<file path="config.mk">
export PLATFORM = sky130hd
export DESIGN_NAME = p2p_fifo
export DESIGN_NICKNAME = d
export VERILOG_FILES = /design/src/rtl/p2p_fifo.sv
export SDC_FILE = /design/constraint.sdc
export NUM_CORES = 1
export LEC_CHECK = 0
export BUFFER_PORTS_ARGS = -buffer_cell sky130_fd_sc_hd__buf_2
export CAP_MARGIN = 20
export CELL_PAD_IN_SITES_DETAIL_PLACEMENT = 1
export CELL_PAD_IN_SITES_GLOBAL_PLACEMENT = 1
export CORE_MARGIN = 4
export CORE_UTILIZATION = 51
export CTS_CLUSTER_DIAMETER = 100
export DETAILED_ROUTE_END_ITERATION = 6
export GPL_ROUTABILITY_DRIVEN = 0
export PLACE_DENSITY_LB_ADDON = 0.25
export RECOVER_POWER = 100
export SETUP_SLACK_MARGIN = 0.5
export SLEW_MARGIN = 20
export SYNTH_ARGS = -nofsm -noshare
export SYNTH_HDL_FRONTEND = slang
export SYNTH_SLANG_ARGS = --single-unit
</file>
<file path="constraint.sdc">
create_clock -name clk -period 3.1 [get_ports clk]
set_input_delay 0.465 -clock clk [delete_from_list [all_inputs] [get_ports clk]]
set_output_delay 0.465 -clock clk [all_outputs]
set_load 0.03 [all_outputs]
</file>
<file path="src/rtl/p2p_fifo.sv">
// Small synchronous FIFO with full/empty flags.
// Used between front and back end and on the result side; no package use.
`default_nettype none

module p2p_fifo #(
	parameter int WIDTH = 8,
	parameter int DEPTH = 4
) (
	input  wire logic             clk,
	input  wire logic             arst_n,
	input  wire logic             push,
	input  wire logic [WIDTH-1:0] wdata,
	output logic                  full,
	input  wire logic             pop,
	output logic      [WIDTH-1:0] rdata,
	output logic                  empty
);

	localparam int AW = (DEPTH > 1) ? $clog2(DEPTH) : 1;

	logic [WIDTH-1:0] mem_q [DEPTH];
	logic [AW-1:0]    wptr_q;
	logic [AW-1:0]    rptr_q;
	logic [AW:0]      cnt_q;
	logic             do_push;
	logic             do_pop;

	assign full    = (cnt_q == (AW+1)'(DEPTH));
	assign empty   = (cnt_q == '0);
	assign do_push = push && !full;
	assign do_pop  = pop && !empty;
	assign rdata   = mem_q[rptr_q];

	always_ff @(posedge clk or negedge arst_n) begin
		if (!arst_n) begin
			wptr_q <= '0;
			rptr_q <= '0;
			cnt_q  <= '0;
		end else begin
			if (do_push) begin
				wptr_q <= (wptr_q == AW'(DEPTH - 1)) ? '0 : wptr_q + AW'(1);
			end
			if (do_pop) begin
				rptr_q <= (rptr_q == AW'(DEPTH - 1)) ? '0 : rptr_q + AW'(1);
			end
			if (do_push && !do_pop) begin
				cnt_q <= cnt_q + (AW+1)'(1);
			end else if (do_pop && !do_push) begin
				cnt_q <= cnt_q - (AW+1)'(1);
			end
		end
	end

	always_ff @(posedge clk) begin
		if (do_push) begin
			mem_q[wptr_q] <= wdata;
		end
	end

endmodule

`default_nettype wire

</file>
==> metrics.csv <==
metric,value,unit
maxCapViolCount,0,
viasPerCell,5.09,
setup_violations,0,
crit_buf_inv,1,
r2r-start,cnt_q[2],
cts_tree,yes,
cp_slowest_cell,dfrtp_1,
synth_top_area_share,59.4,%
p_total,1780,uW
fmax,420,MHz
drive_gt1_share,19.6,%
leakagePower,0.000636,uW
drc,0,
path_clk_slew,0.11,ns
crit_family,flip-flops,
synth_area_leader_cell,edfxtp_1,
multi_input_area,435,um^2
synth_commonest_cells,"edfxtp_1, mux4_2, dfrtp_1",
cts_sinks,39,
io_pins,22,
worstSetupEndpointType,primary output,
final.setup_skew,0.00399,ns
grt_pass1_wl,4450,um
final_util,59.1,%
yosys_most_used_dff,edfxtp_1,
clockBufferDepth,2,
ys_warn_count,0,
clk_latency,0.34,ns
initial_core_util,53.0,%
final-seq-area,0.00114,mm^2
worstMarginPinSlew,0.774,ns
worstPathArrival,1.92,ns
grt_usage,15.1,%
drt-total-wl,2590,um
min-delay-start,wdata[4],
first_global_vias,896,
syn_to_final_growth,11.6,%
insertedDiodeCount,0,
grt_max_degree,13,
vias,768,
p_per_area,986,mW/mm^2
drt_iter0_markers,68,
overflow,0,
r2r_cells,8,
relSlewSlack,48.2,%
hpwl,1810,um
fin_tns_setup,0,ns
antenna_left,0,
rsz0062_at_grt,false,
syn_inst,79,
crit_cells,2,
drv_slew,0,
path_cells,mux4_2 -> clkbuf_1,
synth-seq-cells,39,
die_y,64.3,um
cts-resized-gates,0,
synth.most_common_cell,edfxtp_1,
dr.pass1.iters,4,
syn-num-nets,98,
cp-start-kind,flip-flop,
synth_area_leaders,"edfxtp_1, mux4_2, dfrtp_1",
ys_types,19,
endpoint,rdata[6],
syn_area,0.00162,mm^2
path_class,reg -> out,
wl_per_cell,17.1,um
async_flop_share,17.9,%
avgSynthCellArea,20.5,um^2
antenna_found_initial,0,
die_area,0.00414,mm^2
crit_required,2.63,ns
synth-seq-area-share,70.2,%
synth_edf_count,32,
r2r_end,cnt_q[2],
cts_buffers,5,
final_hold_viol_count,0,
period_share,76.8,%
fillerInstances,310,
path_max_fanout,11,
critPathLaunch,rptr_q[0],
fin_crit,2.38,ns
status,completed,
ff2ff_setup_slack,0.89,ns
fp.dieW,64.3,um
port_buffers,21,
core_area,0.00305,mm^2
cts-htree-levels,2,
cp_slowest_stage_delay,0.75,ns
root_buffer,clkbuf_4,
finalNetCount,125,
min_path_type,in -> reg,
rows,20,
vdd_drop_max,419,uV
-- cell type report --
type	count	area share (%)
multi-input cells	35	24.1
clock buffers	5	2.08
flip-flops and latches	39	62.9
repair buffers	22	5.06
inverters	3	0.624
clock inverters	3	2.15
well taps	44	3.05
-- routing by layer --
metal | routed length, um | vias up | track usage [%]
met4 | 57 | 0 | 7.92
met2 | 1300 | 17 | 23.6
met3 | 113 | 6 | 4.75
met5 | 0 | - | 0
li1 | - | 353 | -
met1 | 1110 | 392 | 18.7
-- sequential cells by signal (all words and copies together) (netlist names) --
| signal | count |
|---|---|
| cnt_q | 3 |
| wptr_q | 2 |
| mem_q | 32 |
| rptr_q | 2 |
-- per-stage QoR --
step,setup slack [ns],std cells,area (um^2),hold WS (ns)
global placement,1.10,142,1770,0.310
floorplan,0.546,79,1620,0.169
detailed placement,1.08,142,1770,0.311
CTS,0.681,151,1860,0.314
global route,0.584,151,1810,0.375
finish,0.718,151,1810,0.377
-- how the worst min path moves through the flow --
stage	end	depth (start not counted)
2_1_floorplan	cnt_q[0]	0
3_3_place_gp	cnt_q[1]	1
3_5_place_dp	cnt_q[1]	1
4_1_cts	mem_q[2][4]	1
5_1_grt	mem_q[2][0]	1
6_report	mem_q[2][4]	1
-- cells by family after synthesis --
family / after synthesis / synth area share [%]
and+or+nand+nor: 12 / 5.49
adders and majority gates: 7 / 5.88
muxes: 13 / 15.5
xor gates and xnor gates: 3 / 1.62
buffers and inverters: 5 / 1.24
DFF: 39 / 70.2
-- where the power goes --
| part | internal, uW | switching (uW) | leakage, uW |
|---|---|---|---|
| Combinational | 264 | 354 | 0.000218 |
| Clock | 166 | 165 | 0.0000426 |
| Sequential | 710 | 121 | 0.000375 |
-- cell usage in the layout, fill, tap and decap left out --
cell type	n
nor2_1	4
clkbuf_1	19
bufinv_16	1
dfrtp_1	7
clkinv_2	1
clkbuf_4	5
buf_2	2
ha_1	6
clkinv_1	1
mux4_2	8
nor2b_1	1
nor3b_1	1
edfxtp_1	32
mux2_1	2
dlygate4sd3_1	1
nor3_1	1
mux2_2	1
nand2b_4	1
inv_1	3
xnor2_1	1
mux2_4	2
fa_1	1
xor2_1	2
and2_0	3
nand2_1	1
-- worst register-to-register path, delay by kind of cell, from the launching register on --
family | cells | cell delay, ns
and+or+nand+nor | 3 | 0.69
adders and majority gates | 2 | 0.66
DFF | 1 | 0.42
xor gates and xnor gates | 2 | 0.30
buffers and inverters | 1 | 0.07
-- timing repair --
| action | in CTS | in global routing |
|---|---|---|
| endpoints found under the hold margin | 7 | 0 |
| hold buffers | 1 | 0 |
| setup buffers | 0 | 0 |
| setup endpoints to repair | 0 | 0 |
No activity file was read; power rests on OpenSTA's default activity.
